## src/rtl/quantized_dot_product_requant_assert.svh

```systemverilog
// Assertion macros shared by the dot-product neuron RTL.
`ifndef QUANTIZED_DOT_PRODUCT_REQUANT_ASSERT_SVH
`define QUANTIZED_DOT_PRODUCT_REQUANT_ASSERT_SVH

// Same-cycle implication, sampled on clk, off while arst_n is low.
`define QDPR_ASSERT_IMPL(lbl, ante, cons, msg) \
	lbl: assert property (@(posedge clk) disable iff (!arst_n) (ante) |-> (cons)) \
		else $error(msg);

// Next-cycle implication, sampled on clk, off while arst_n is low.
`define QDPR_ASSERT_NEXT(lbl, ante, cons, msg) \
	lbl: assert property (@(posedge clk) disable iff (!arst_n) (ante) |=> (cons)) \
		else $error(msg);

`endif

```

## src/rtl/qdpr_pkg.sv

```systemverilog
// Shared constants and types of the quantized dot-product neuron.
package qdpr_pkg;

	localparam int unsigned ACC_BITS_DEF = 32;
	localparam int unsigned LANES        = 4;
	localparam int unsigned PHYS_LANES   = 4;
	localparam int unsigned LANE_LIMIT   = (LANES < PHYS_LANES) ? LANES : PHYS_LANES;

	localparam int unsigned ACT_W      = 8;
	localparam int unsigned WT_W       = 8;
	localparam int unsigned CNT_W      = 3;
	localparam int unsigned BN_W       = 32;
	localparam int unsigned OUT_W      = 8;
	localparam int unsigned MODE_W     = 2;
	localparam int unsigned SHIFT_W    = 5;
	localparam int unsigned GAIN_W     = 16;
	localparam int unsigned CFG_IDX_W  = 2;
	localparam int unsigned CFG_DATA_W = 16;

	localparam logic [OUT_W-1:0] BYTE_MAX = 8'd255;

	// quant_mode codes; the spare code behaves like MODE_SHIFT
	localparam logic [MODE_W-1:0] MODE_SHIFT = 2'd0;
	localparam logic [MODE_W-1:0] MODE_GAIN  = 2'd1;
	localparam logic [MODE_W-1:0] MODE_BN    = 2'd2;

	localparam logic [CFG_IDX_W-1:0] REG_QUANT_MODE   = 2'd0;
	localparam logic [CFG_IDX_W-1:0] REG_RESULT_SHIFT = 2'd1;
	localparam logic [CFG_IDX_W-1:0] REG_RESULT_GAIN  = 2'd2;

	localparam logic [GAIN_W-1:0] GAIN_RESET = 16'd1;

	typedef logic [ACT_W-1:0]        act_t;
	typedef logic signed [WT_W-1:0]  wt_t;

	typedef struct packed {
		logic [MODE_W-1:0]  quant_mode;
		logic [SHIFT_W-1:0] result_shift;
		logic [GAIN_W-1:0]  result_gain;
	} cfg_t;

endpackage

```

## src/rtl/qdpr_operand_if.sv

```systemverilog
// Input channel: one beat carries four activation/weight lanes and requant operands.
interface qdpr_operand_if import qdpr_pkg::*; ();
	logic                    valid;
	logic                    ready;
	act_t                    act_a;
	act_t                    act_b;
	act_t                    act_c;
	act_t                    act_d;
	wt_t                     wt_a;
	wt_t                     wt_b;
	wt_t                     wt_c;
	wt_t                     wt_d;
	logic [CNT_W-1:0]        lane_count;
	logic signed [BN_W-1:0]  bn_scale;
	logic signed [BN_W-1:0]  bn_offset;
	logic                    last_element;

	modport source (
		output valid, act_a, act_b, act_c, act_d, wt_a, wt_b, wt_c, wt_d,
		output lane_count, bn_scale, bn_offset, last_element,
		input  ready
	);

	modport sink (
		input  valid, act_a, act_b, act_c, act_d, wt_a, wt_b, wt_c, wt_d,
		input  lane_count, bn_scale, bn_offset, last_element,
		output ready
	);
endinterface

```

## src/rtl/qdpr_result_if.sv

```systemverilog
// Output channel: one beat carries the requantized neuron byte.
interface qdpr_result_if import qdpr_pkg::*; ();
	logic             valid;
	logic             ready;
	logic [OUT_W-1:0] neuron_out;

	modport source (output valid, neuron_out, input ready);
	modport sink   (input valid, neuron_out, output ready);
endinterface

```

## src/rtl/quantized_dot_product_requant.sv

```systemverilog
// Quantized dot-product neuron: takes one beat per cycle (four activation/weight
// lanes each) unless a last beat waits on the requant pipeline, accumulating into
// an ACC_BITS-bit wrapping sum; on the beat marked last it emits one unsigned byte
// requantized by quant_mode and clears the sum. Beats stream back to back, as the
// accumulate loop closes combinationally; results pass through operand-select,
// product, offset-add and shift/clip stages, each stalling only when the one after
// it is full. The user must write registers via cfg_wr_en / cfg_index / cfg_wdata
// only while no neuron is in flight; the block does not enforce this.
module quantized_dot_product_requant import qdpr_pkg::*; #(
	parameter int unsigned ACC_BITS = ACC_BITS_DEF
) (
	input  logic                  clk,
	input  logic                  arst_n,
	qdpr_operand_if.sink          operand,
	qdpr_result_if.source         result,
	input  logic                  cfg_wr_en,
	input  logic [CFG_IDX_W-1:0]  cfg_index,
	input  logic [CFG_DATA_W-1:0] cfg_wdata
);

	cfg_t                   cfg_q;
	logic                   tot_valid;
	logic                   tot_ready;
	logic [ACC_BITS-1:0]    tot_sum;
	logic signed [BN_W-1:0] tot_scale;
	logic signed [BN_W-1:0] tot_offset;

	always_ff @(posedge clk or negedge arst_n) begin
		if (!arst_n) begin
			cfg_q.quant_mode   <= MODE_SHIFT;
			cfg_q.result_shift <= '0;
			cfg_q.result_gain  <= GAIN_RESET;
		end else if (cfg_wr_en) begin
			case (cfg_index)
				REG_QUANT_MODE:   cfg_q.quant_mode   <= cfg_wdata[MODE_W-1:0];
				REG_RESULT_SHIFT: cfg_q.result_shift <= cfg_wdata[SHIFT_W-1:0];
				REG_RESULT_GAIN:  cfg_q.result_gain  <= cfg_wdata[GAIN_W-1:0];
				default: begin
				end
			endcase
		end
	end

	qdpr_mac #(
		.ACC_BITS(ACC_BITS)
	) u_mac (
		.clk        (clk),
		.arst_n     (arst_n),
		.operand    (operand),
		.tot_valid  (tot_valid),
		.tot_ready  (tot_ready),
		.tot_sum    (tot_sum),
		.tot_scale  (tot_scale),
		.tot_offset (tot_offset)
	);

	qdpr_requant #(
		.ACC_BITS(ACC_BITS)
	) u_requant (
		.clk        (clk),
		.arst_n     (arst_n),
		.cfg        (cfg_q),
		.tot_valid  (tot_valid),
		.tot_ready  (tot_ready),
		.tot_sum    (tot_sum),
		.tot_scale  (tot_scale),
		.tot_offset (tot_offset),
		.result     (result)
	);

endmodule

```

## src/rtl/qdpr_mac.sv

```systemverilog
// Input register and four-lane multiply-accumulate with wrapping accumulator.
`include "quantized_dot_product_requant_assert.svh"

module qdpr_mac import qdpr_pkg::*; #(
	parameter int unsigned ACC_BITS = ACC_BITS_DEF
) (
	input  logic                   clk,
	input  logic                   arst_n,
	qdpr_operand_if.sink           operand,
	output logic                   tot_valid,
	input  logic                   tot_ready,
	output logic [ACC_BITS-1:0]    tot_sum,
	output logic signed [BN_W-1:0] tot_scale,
	output logic signed [BN_W-1:0] tot_offset
);

	localparam int unsigned PROD_W = ACT_W + WT_W + 1;
	localparam int unsigned DOT_W  = PROD_W + $clog2(PHYS_LANES);

	logic                   v_s1;
	act_t                   act_s1 [PHYS_LANES];
	wt_t                    wt_s1  [PHYS_LANES];
	logic [CNT_W-1:0]       cnt_s1;
	logic signed [BN_W-1:0] scale_s1;
	logic signed [BN_W-1:0] offset_s1;
	logic                   last_s1;

	logic [ACC_BITS-1:0]      acc_q;
	logic signed [PROD_W-1:0] prod [PHYS_LANES];
	logic signed [DOT_W-1:0]  dot;
	logic [ACC_BITS-1:0]      sum_c;
	logic                     s1_leave;
	logic                     accept;

	// a beat that is not last retires into the accumulator at once
	assign s1_leave      = v_s1 && (!last_s1 || tot_ready);
	assign operand.ready = !v_s1 || s1_leave;
	assign accept        = operand.valid && operand.ready;

	always_ff @(posedge clk or negedge arst_n) begin
		if (!arst_n) begin
			v_s1  <= 1'b0;
			acc_q <= '0;
		end else begin
			if (operand.ready) begin
				v_s1 <= operand.valid;
			end
			if (s1_leave) begin
				acc_q <= last_s1 ? '0 : sum_c;
			end
		end
	end

	always_ff @(posedge clk) begin
		if (accept) begin
			act_s1[0] <= operand.act_a;
			act_s1[1] <= operand.act_b;
			act_s1[2] <= operand.act_c;
			act_s1[3] <= operand.act_d;
			wt_s1[0]  <= operand.wt_a;
			wt_s1[1]  <= operand.wt_b;
			wt_s1[2]  <= operand.wt_c;
			wt_s1[3]  <= operand.wt_d;
			cnt_s1    <= operand.lane_count;
			scale_s1  <= operand.bn_scale;
			offset_s1 <= operand.bn_offset;
			last_s1   <= operand.last_element;
		end
	end

	for (genvar i = 0; i < PHYS_LANES; i++) begin : g_lane
		assign prod[i] = $signed({1'b0, act_s1[i]}) * wt_s1[i];
	end

	// lane count above the lane limit saturates
	always_comb begin
		dot = '0;
		for (int i = 0; i < PHYS_LANES; i++) begin
			if ((i < LANE_LIMIT) && (cnt_s1 > CNT_W'(i))) begin
				dot = dot + DOT_W'(prod[i]);
			end
		end
	end

	assign sum_c      = acc_q + ACC_BITS'(dot);
	assign tot_valid  = v_s1 && last_s1;
	assign tot_sum    = sum_c;
	assign tot_scale  = scale_s1;
	assign tot_offset = offset_s1;

	`QDPR_ASSERT_NEXT(a_acc_clear_after_last, s1_leave && last_s1, acc_q == '0, "accumulator not cleared after last beat")

endmodule

```

## src/rtl/qdpr_requant.sv

```systemverilog
// Requantization pipeline: operand select, split multiply, offset add, shift and clip.
`include "quantized_dot_product_requant_assert.svh"

module qdpr_requant import qdpr_pkg::*; #(
	parameter int unsigned ACC_BITS = ACC_BITS_DEF
) (
	input  logic                   clk,
	input  logic                   arst_n,
	input  cfg_t                   cfg,
	input  logic                   tot_valid,
	output logic                   tot_ready,
	input  logic [ACC_BITS-1:0]    tot_sum,
	input  logic signed [BN_W-1:0] tot_scale,
	input  logic signed [BN_W-1:0] tot_offset,
	qdpr_result_if.source          result
);

	localparam int unsigned LO_W = (ACC_BITS + 1) / 2;
	localparam int unsigned HI_W = ACC_BITS - LO_W;
	localparam int unsigned M_W  = BN_W + 1;

	logic                  v_s2, v_s3, v_s4, out_v_q;
	logic [ACC_BITS-1:0]   sum_s2;
	logic signed [M_W-1:0] m_s2;
	logic [ACC_BITS-1:0]   off_s2, off_s3;
	logic [ACC_BITS-1:0]   plo_s3;
	logic [HI_W-1:0]       phi_s3;
	logic [ACC_BITS-1:0]   val_s4;
	logic [OUT_W-1:0]      neuron_out_q;

	logic                  out_rdy, s4_rdy, s3_rdy, s2_rdy;
	logic signed [M_W-1:0] m_c;
	logic [ACC_BITS-1:0]   off_c;
	logic signed [M_W+LO_W:0]   plo_full;
	logic signed [M_W+HI_W-1:0] phi_full;
	logic [ACC_BITS-1:0]   shifted;
	logic [OUT_W-1:0]      clip_c;

	assign out_rdy   = !out_v_q || result.ready;
	assign s4_rdy    = !v_s4 || out_rdy;
	assign s3_rdy    = !v_s3 || s4_rdy;
	assign s2_rdy    = !v_s2 || s3_rdy;
	assign tot_ready = s2_rdy;

	// every mode is m * sum + offset; plain shift uses m = 1
	always_comb begin
		case (cfg.quant_mode)
			MODE_GAIN: begin
				m_c   = {{(M_W - GAIN_W){1'b0}}, cfg.result_gain};
				off_c = '0;
			end
			MODE_BN: begin
				m_c   = M_W'(tot_scale);
				off_c = ACC_BITS'(tot_offset);
			end
			default: begin
				m_c   = M_W'(1);
				off_c = '0;
			end
		endcase
	end

	// product mod 2^ACC_BITS from two narrow partial products
	assign plo_full = m_s2 * $signed({1'b0, sum_s2[LO_W-1:0]});
	assign phi_full = m_s2 * $signed(sum_s2[ACC_BITS-1:LO_W]);

	assign shifted = val_s4 >> cfg.result_shift;

	always_comb begin
		if (val_s4[ACC_BITS-1]) begin
			clip_c = '0;
		end else if (|shifted[ACC_BITS-1:OUT_W]) begin
			clip_c = BYTE_MAX;
		end else begin
			clip_c = shifted[OUT_W-1:0];
		end
	end

	always_ff @(posedge clk or negedge arst_n) begin
		if (!arst_n) begin
			v_s2    <= 1'b0;
			v_s3    <= 1'b0;
			v_s4    <= 1'b0;
			out_v_q <= 1'b0;
		end else begin
			if (s2_rdy) begin
				v_s2 <= tot_valid;
			end
			if (s3_rdy) begin
				v_s3 <= v_s2;
			end
			if (s4_rdy) begin
				v_s4 <= v_s3;
			end
			if (out_rdy) begin
				out_v_q <= v_s4;
			end
		end
	end

	always_ff @(posedge clk) begin
		if (s2_rdy && tot_valid) begin
			sum_s2 <= tot_sum;
			m_s2   <= m_c;
			off_s2 <= off_c;
		end
		if (s3_rdy && v_s2) begin
			plo_s3 <= plo_full[ACC_BITS-1:0];
			phi_s3 <= phi_full[HI_W-1:0];
			off_s3 <= off_s2;
		end
		if (s4_rdy && v_s3) begin
			val_s4 <= plo_s3 + {phi_s3, {LO_W{1'b0}}} + off_s3;
		end
		if (out_rdy && v_s4) begin
			neuron_out_q <= clip_c;
		end
	end

	assign result.valid      = out_v_q;
	assign result.neuron_out = neuron_out_q;

	`QDPR_ASSERT_NEXT(a_negative_clips_zero, v_s4 && out_rdy && val_s4[ACC_BITS-1], result.neuron_out == '0, "negative value not clipped to zero")
	`QDPR_ASSERT_NEXT(a_s3_holds_on_stall, v_s3 && !s4_rdy, v_s3 && $stable(plo_s3) && $stable(phi_s3), "product stage lost data under stall")
	`QDPR_ASSERT_IMPL(a_out_from_s4, $rose(out_v_q), $past(v_s4), "result beat without a clip stage entry")

endmodule

```

## src/flat_wrapper.sv

```systemverilog
// flat-port wrapper written by rule: the top's interface ports become plain ports
module quantized_dot_product_requant_flat import qdpr_pkg::*;
#(
	parameter int unsigned ACC_BITS = ACC_BITS_DEF
)
  (clk, arst_n, cfg_wr_en, cfg_index, cfg_wdata, operand_valid, operand_act_a, operand_act_b, operand_act_c, operand_act_d, operand_wt_a, operand_wt_b, operand_wt_c, operand_wt_d, operand_lane_count, operand_bn_scale, operand_bn_offset, operand_last_element, operand_ready, result_valid, result_neuron_out, result_ready);
  qdpr_operand_if operand_i ();
  qdpr_result_if result_i ();
  input  logic clk;
  input  logic arst_n;
  input  logic cfg_wr_en;
  input  logic [CFG_IDX_W-1:0] cfg_index;
  input  logic [CFG_DATA_W-1:0] cfg_wdata;
  input wire logic [$bits(operand_i.valid)-1:0] operand_valid;
  input wire logic [$bits(operand_i.act_a)-1:0] operand_act_a;
  input wire logic [$bits(operand_i.act_b)-1:0] operand_act_b;
  input wire logic [$bits(operand_i.act_c)-1:0] operand_act_c;
  input wire logic [$bits(operand_i.act_d)-1:0] operand_act_d;
  input wire logic [$bits(operand_i.wt_a)-1:0] operand_wt_a;
  input wire logic [$bits(operand_i.wt_b)-1:0] operand_wt_b;
  input wire logic [$bits(operand_i.wt_c)-1:0] operand_wt_c;
  input wire logic [$bits(operand_i.wt_d)-1:0] operand_wt_d;
  input wire logic [$bits(operand_i.lane_count)-1:0] operand_lane_count;
  input wire logic [$bits(operand_i.bn_scale)-1:0] operand_bn_scale;
  input wire logic [$bits(operand_i.bn_offset)-1:0] operand_bn_offset;
  input wire logic [$bits(operand_i.last_element)-1:0] operand_last_element;
  output wire logic [$bits(operand_i.ready)-1:0] operand_ready;
  output wire logic [$bits(result_i.valid)-1:0] result_valid;
  output wire logic [$bits(result_i.neuron_out)-1:0] result_neuron_out;
  input wire logic [$bits(result_i.ready)-1:0] result_ready;
  assign operand_i.valid = operand_valid;
  assign operand_i.act_a = operand_act_a;
  assign operand_i.act_b = operand_act_b;
  assign operand_i.act_c = operand_act_c;
  assign operand_i.act_d = operand_act_d;
  assign operand_i.wt_a = operand_wt_a;
  assign operand_i.wt_b = operand_wt_b;
  assign operand_i.wt_c = operand_wt_c;
  assign operand_i.wt_d = operand_wt_d;
  assign operand_i.lane_count = operand_lane_count;
  assign operand_i.bn_scale = operand_bn_scale;
  assign operand_i.bn_offset = operand_bn_offset;
  assign operand_i.last_element = operand_last_element;
  assign operand_ready = operand_i.ready;
  assign result_valid = result_i.valid;
  assign result_neuron_out = result_i.neuron_out;
  assign result_i.ready = result_ready;
  quantized_dot_product_requant #(.ACC_BITS(ACC_BITS)) u_core (.clk(clk), .arst_n(arst_n), .operand(operand_i), .result(result_i), .cfg_wr_en(cfg_wr_en), .cfg_index(cfg_index), .cfg_wdata(cfg_wdata));
endmodule
```

## config.mk

```make
export PLATFORM = sky130hd
export DESIGN_NAME = quantized_dot_product_requant_flat
export DESIGN_NICKNAME = d
export VERILOG_FILES = /design/src/rtl/qdpr_pkg.sv /design/src/rtl/qdpr_operand_if.sv /design/src/rtl/qdpr_result_if.sv /design/src/rtl/quantized_dot_product_requant.sv /design/src/rtl/qdpr_mac.sv /design/src/rtl/qdpr_requant.sv /design/src/flat_wrapper.sv
export VERILOG_INCLUDE_DIRS = /design/src /design/src/rtl
export SDC_FILE = /design/constraint.sdc
export NUM_CORES = 2
export LEC_CHECK = 0
export ABC_AREA = 1
export BUFFER_PORTS_ARGS = -buffer_cell sky130_fd_sc_hd__buf_2
export CAP_MARGIN = 20
export CORE_UTILIZATION = 65
export CTS_BUF_LIST = sky130_fd_sc_hd__clkbuf_8
export DETAILED_ROUTE_END_ITERATION = 6
export GPL_TIMING_DRIVEN = 0
export PLACE_DENSITY = 0.9
export SETUP_SLACK_MARGIN = 0.1
export SYNTH_ARGS = -nofsm -noshare
export SYNTH_HDL_FRONTEND = slang
export SYNTH_SLANG_ARGS = --single-unit
export TNS_END_PERCENT = 20
```

## constraint.sdc

```tcl
create_clock -name clk -period 28.4 [get_ports clk]
set_input_delay 7.1 -clock clk [delete_from_list [all_inputs] [get_ports clk]]
set_output_delay 7.1 -clock clk [all_outputs]
set_load 0.03 [all_outputs]
```

* After elaboration in Yosys (flattened, before gate mapping)
Memories as Yosys holds them, arrays and structs flattened.
Cells that the tools add are included.
** Word-level totals
- Flip-flop bits (word level) :: 345
- RAM bits :: 64
- Bits of input ports :: 155
- Output and inout bits :: 10
- Memories :: 2
** Memory list
- u_core.u_mac.act_s1 :: depth 4, bits a word 8, rd ports 4, clocked after Yosys merged registers in 0, write ports 4, RTL line qdpr_mac.sv:21 : act_t act_s1 [PHYS_LANES];
- u_core.u_mac.wt_s1 :: depth 4, bits a word 8, rd ports 4, clocked after Yosys merged registers in 0, write ports 4, RTL line qdpr_mac.sv:22 : wt_t wt_s1 [PHYS_LANES];
** Operators by class
- Add/subtract/negate cells :: 6
- Multiply operators :: 6
- $lt $le $gt $ge :: 4
- Equality and inequality tests :: 4
- Shift operators :: 1
- Mux-type cells :: 9
- Reduce and logical (&&, ||, !) cells :: 24
** Operators with widths (count)
- 32-bit adder :: 3
- 19-bit two-way mux :: 4
- 9-bit by 8-bit multiplier with 17-bit output :: 4
- 33-bit case mux with 2 select lines :: 1
- 19-bit by 17-bit adder with 19-bit output :: 3
- 33-bit by 16-bit multiplier with 16-bit output :: 1
- 33-bit by 17-bit multiplier with 32-bit output :: 1
- 32-bit two-way mux :: 1
- 32-bit by 5-bit right shift with 32-bit output :: 1
- 24-bit OR reduction :: 1
- 8-bit two-way mux :: 1
- 1-bit logical AND :: 7
- 3-bit by 1-bit greater-than comparator with 1-bit output, second input constant :: 2
- 3-bit by 2-bit greater-than comparator with 1-bit output, second input constant :: 2
- 1-bit zero test :: 6
- 1-bit logical OR :: 6
- 2-bit AND reduction :: 3
- 2-bit by 1-bit == test with 1-bit output, second input constant :: 2
- 2-bit == test, second input constant :: 2
- 2-bit zero test :: 1
- 1-bit two-way mux :: 2

* Logic depth before layout (Yosys ltp)
- Word-level depth :: 11
- Depth in mapped cells :: 81
- Mapped depth without buffers :: 80

* By module
Synthesis repeated with hierarchy kept, for this count alone.
** Second synthesis, totals
- Cell total of the unflattened synthesis :: 5598
- Area total of the unflattened synthesis :: 47274.1 sq um
** By module, submodules not included
- qdpr_requant :: times used 1, cells an instance 3278, area each 27405.0 sq um, sequential area each 6586.3 sq um
- qdpr_mac :: times used 1, cells an instance 2214, area each 18855.6 sq um, sequential area each 4789.6 sq um
- quantized_dot_product_requant :: times used 1, cells an instance 106, area each 1013.5 sq um, sequential area each 576.8 sq um

* Worst setup path before layout
OpenSTA, ideal clock, no wires.
- Kind :: reg2reg
- Start point :: mem u_core.u_mac.act_s1[0][0] (netlist bit)
- End point :: reg u_core.u_requant.sum_s2[26], data pin
- Data arrival time :: 15015 ps
- Required time :: 28145 ps
- Path slack :: 13130 ps
- Cell stages (with the launch flop) :: 59
- Buffers on the path :: 1
- Path through :: edfxtp_1 > clkbuf_1 > or2_2 > fa_1 > fa_1 > inv_1 > fa_1 > inv_1 > fa_1 > inv_1 > ha_1 > a21oi_1 > o21ai_0 > fa_1 > fa_1 > inv_1 > fa_1 > fa_1 > [23 not listed] > nand2_1 > o211ai_1 > nand2_1 > nand2_1 > nand2_1 > nand3_1 > inv_1 > nand2_1 > nand2_1 > ha_1 > a21oi_1 > o21ai_0 > a21oi_1 > nand3_1 > nand2_1 > nand2_1 > or2_2 > and2_1
** RTL lines
- start: declaration :: RTL line qdpr_mac.sv:21
- end signal: assignment :: RTL line qdpr_requant.sv:103 : sum_s2 <= tot_sum;
- end: declaration :: RTL line qdpr_requant.sv:23 : logic [ACC_BITS-1:0] sum_s2;

==> run summary <==
layout cells sized above 1 -> 6.31%
die width -> 271 um
Slowest-stage cell, CP -> o21ai_0
root buffer cell -> clkbuf_8
RSZ-0062 raised after global routing -> no
port bufs -> 164
type of the worst setup path -> flip-flop to flip-flop
Congestion Overflow GR -> 0
min Tclk post-route -> 17740 ps
count of cell types in the netlist -> 57
Primary FF master, synth -> edfxtp_1
cts hold-fix bufs -> 0
Post-Syn Area per Cell -> 8.53 um^2
CTS max path bufs -> 3
Worst Path Max Fanout -> 13
routed wire length -> 126000 um
Worst Skew -> 47.7 ps
Slew HR -> 34.2%
DRT iter0 DRCs -> 3352
first-pass GRT wire length -> 199000 um
Routed Antenna Nets -> 0
clock slew at the register clock pins of the worst setup and hold paths -> 60 ps
Final Hold Fails -> 0
P&R area growth vs syn -> 7.72%
GP Congestion -> 1.00
MaxCap Viol Count -> 0
row count -> 98
Worst Setup End Kind -> flip-flop
max-slew violation count -> 0
hold_ws -> 416 ps
Seq cells post-synth -> 408
post-cts sizing count -> 0
CTS sink cnt -> 408
crit start category -> flip-flop
H-Tree Depth -> 3
Cells after Synth -> 5500
Die Height -> 271 um
Tightest Hold Check Type -> flip-flop to flip-flop
sequential-to-total area share from yosys stat -> 25.5%
Worst R2R Setup Slack -> 10660 ps
largest net degree at the start of global routing -> 67
gr usage total -> 35.1%
Worst Path Required -> 28840 ps
DP HPWL -> 101000 um
vias per cell -> 5.56
IO Count -> 165
Yosys warning count -> 0
status -> complete, no violations
core area -> 71500 um^2
Post-synth ARST share -> 14.7%
drt wl/cell -> 18.6 um
Clock Latency Late Sink -> 710 ps
initial antenna violation count -> 6
Crit path top cell by count -> fa_1
setup TNS -> 0 ps
DRC viols -> 0
vias in the first global route -> 38.9k
maximum clock frequency -> 56.4 MHz
synthesized area -> 46900 um^2
Worst EP arrival -> 18180 ps
final period utilization -> 62.5%
CP max stage delay -> 580 ps
Initial Util -> 65.6%
syn nets -> 6677
routed vias -> 37.5k
slew of the pin with the lowest slew margin -> 987 ps
DR pass1 iterations -> 6
full die area -> 73200 um^2
Final nets -> 6922
number of flops mapped to enable cells by yosys -> 348
CTS tree -> yes
setup violators final -> 0
Num CTS Buffers -> 69
Setup Fix Bufs, Post-CTS -> 0
[critical path, delay by kind of cell (launching register included)]
kind | cells | cell delay [ps]
DFF | 1 | 320
AOI/OAI and AO/OA | 9 | 2420
buffers and inverters | 9 | 1010
xor gates and xnor gates | 1 | 150
adders and majority gates | 24 | 11080
and+or+nand+nor | 16 | 2510
[stage by stage]
| step | instances | instance area, um^2 | util (%) | setup slack [ps] |
|---|---|---|---|---|
| after CTS | 6749 | 50500 | 70.6 | 10720 |
| after floorplan | 5500 | 46900 | - | 13130 |
| after global routing | 6756 | 50500 | 70.7 | 9790 |
| final | 6756 | 50500 | 70.7 | 10660 |
| after detailed placement | 6623 | 49100 | 68.7 | 10780 |
| after global placement | 6614 | 48900 | 68.4 | 10970 |
[layout by cell type (no fill, tap or decap), types with 14 or more instances in the layout]
| cell | n |
|---|---|
| a21o_1 | 18 |
| a21oi_1 | 179 |
| a31oi_1 | 23 |
| and2_1 | 21 |
| buf_1 | 16 |
| buf_2 | 177 |
| clkbuf_1 | 178 |
| clkbuf_8 | 75 |
| dfrtp_1 | 59 |
| edfxtp_1 | 348 |
| fa_1 | 594 |
| ha_1 | 428 |
| inv_1 | 1388 |
| nand2_1 | 1445 |
| nand3_1 | 155 |
| nand4_1 | 14 |
| nor2_1 | 140 |
| nor3_1 | 24 |
| o211ai_1 | 14 |
| o21ai_0 | 136 |
| o21bai_1 | 21 |
| or2_2 | 38 |
| xnor2_1 | 62 |
| xor2_1 | 104 |
[state kept, by name, indices dropped and copies added (netlist names), 3 cells and up]
register                            cells
u_core.u_mac.acc_q                     32
u_core.u_mac.act_s1                    32
u_core.u_mac.tot_offset                32
u_core.u_mac.tot_scale                 32
u_core.u_mac.wt_s1                     32
u_core.u_requant.m_s2                  32
u_core.u_requant.off_s2                32
u_core.u_requant.off_s3                32
u_core.u_requant.plo_s3                32
u_core.u_requant.sum_s2                32
u_core.u_requant.val_s4                32
u_core.cfg_q                           23
u_core.u_requant.phi_s3                16
u_core.u_requant.result.neuron_out      8
u_core.u_mac.cnt_s1                     3
[metal layers]
metal | up-vias | track usage (%) | share of wire [%]
met5 | - | 0 | 0
met4 | 0 | 21.5 | 6.7
met3 | 510 | 6.04 | 8.7
met2 | 1961 | 60.0 | 49
met1 | 18000 | 41.5 | 36
li1 | 17100 | - | -
[path summary, 6_finish.rpt]
path	end	depth (start not counted)	start
setup / recovery	u_core.u_requant.sum_s2[26]	59	u_core.u_mac.wt_s1[0][2]
hold / removal	u_core.u_requant.off_s3[23]	0	u_core.u_requant.off_s2[23]
setup reg to reg	u_core.u_requant.sum_s2[26]	59	u_core.u_mac.wt_s1[0][2]
hold reg to reg	u_core.u_requant.off_s3[23]	0	u_core.u_requant.off_s2[23]
max in group asynchronous	u_core.cfg_q[14]	1	arst_n
min in group asynchronous	u_core.u_mac.acc_q[3]	1	arst_n
[kinds of logic (layout without fill, tap and decap cells)]
family | after synthesis | after routing | share of synthesized area (%)
compound gates | 445 | 445 | 5.47
other cells | 0 | 6 | 0
fa+ha+maj | 1022 | 1022 | 36.8
xor+xnor | 166 | 166 | 3.10
simple gates | 1866 | 1866 | 16.1
buf+inv | 1578 | 1878 | 12.8
flops | 408 | 408 | 25.5
mux | 15 | 15 | 0.350
[synth_stat cells (2+ instances only)]
library cell	instances	area [um^2]
a21boi_0	6	45.0
a21o_1	18	135
a21oi_1	180	901
a22o_1	13	114
a31oi_1	23	144
and2_1	21	131
and3_1	2	12.5
buf_1	16	60.1
buf_2	14	70.1
buf_4	3	22.5
buf_6	4	45.0
clkbuf_1	178	668
dfrtp_1	59	1480
edfxtp_1	348	10500
fa_1	594	11900
ha_1	428	5360
inv_1	1361	5110
inv_2	2	7.51
mux2_2	11	124
mux2i_1	4	40.0
nand2_1	1445	5420
nand2_2	4	25.0
nand2b_1	2	12.5
nand3_1	155	776
nand3_2	2	20.0
nand3b_1	10	75.1
nand4_1	14	87.6
nor2_1	141	529
nor3_1	24	120
nor4_1	4	25.0
o211ai_1	14	105
o21a_1	2	15.0
o21ai_0	136	681
o21ai_1	7	35.0
o21ai_2	8	70.1
o21bai_1	21	158
o31ai_1	5	37.5
or2_2	38	238
xnor2_1	62	543
xor2_1	104	911
[cell type report]
type                            instances  area [um^2]
Sequential cell                       408        12000
Inverter                             1363         5120
Fill cell                            5218        21000
Clock buffer                           75         1030
Antenna cell                            6         15.0
Multi-Input combinational cell       3514        29000
Tap cell                              950         1190
Buffer                                215          866
Clock inverter                         51          302
Timing Repair Buffer                  174         1060
Power is not shown: default switching activity piles up to over one toggle a cycle in this logic, so the estimate is an artifact.
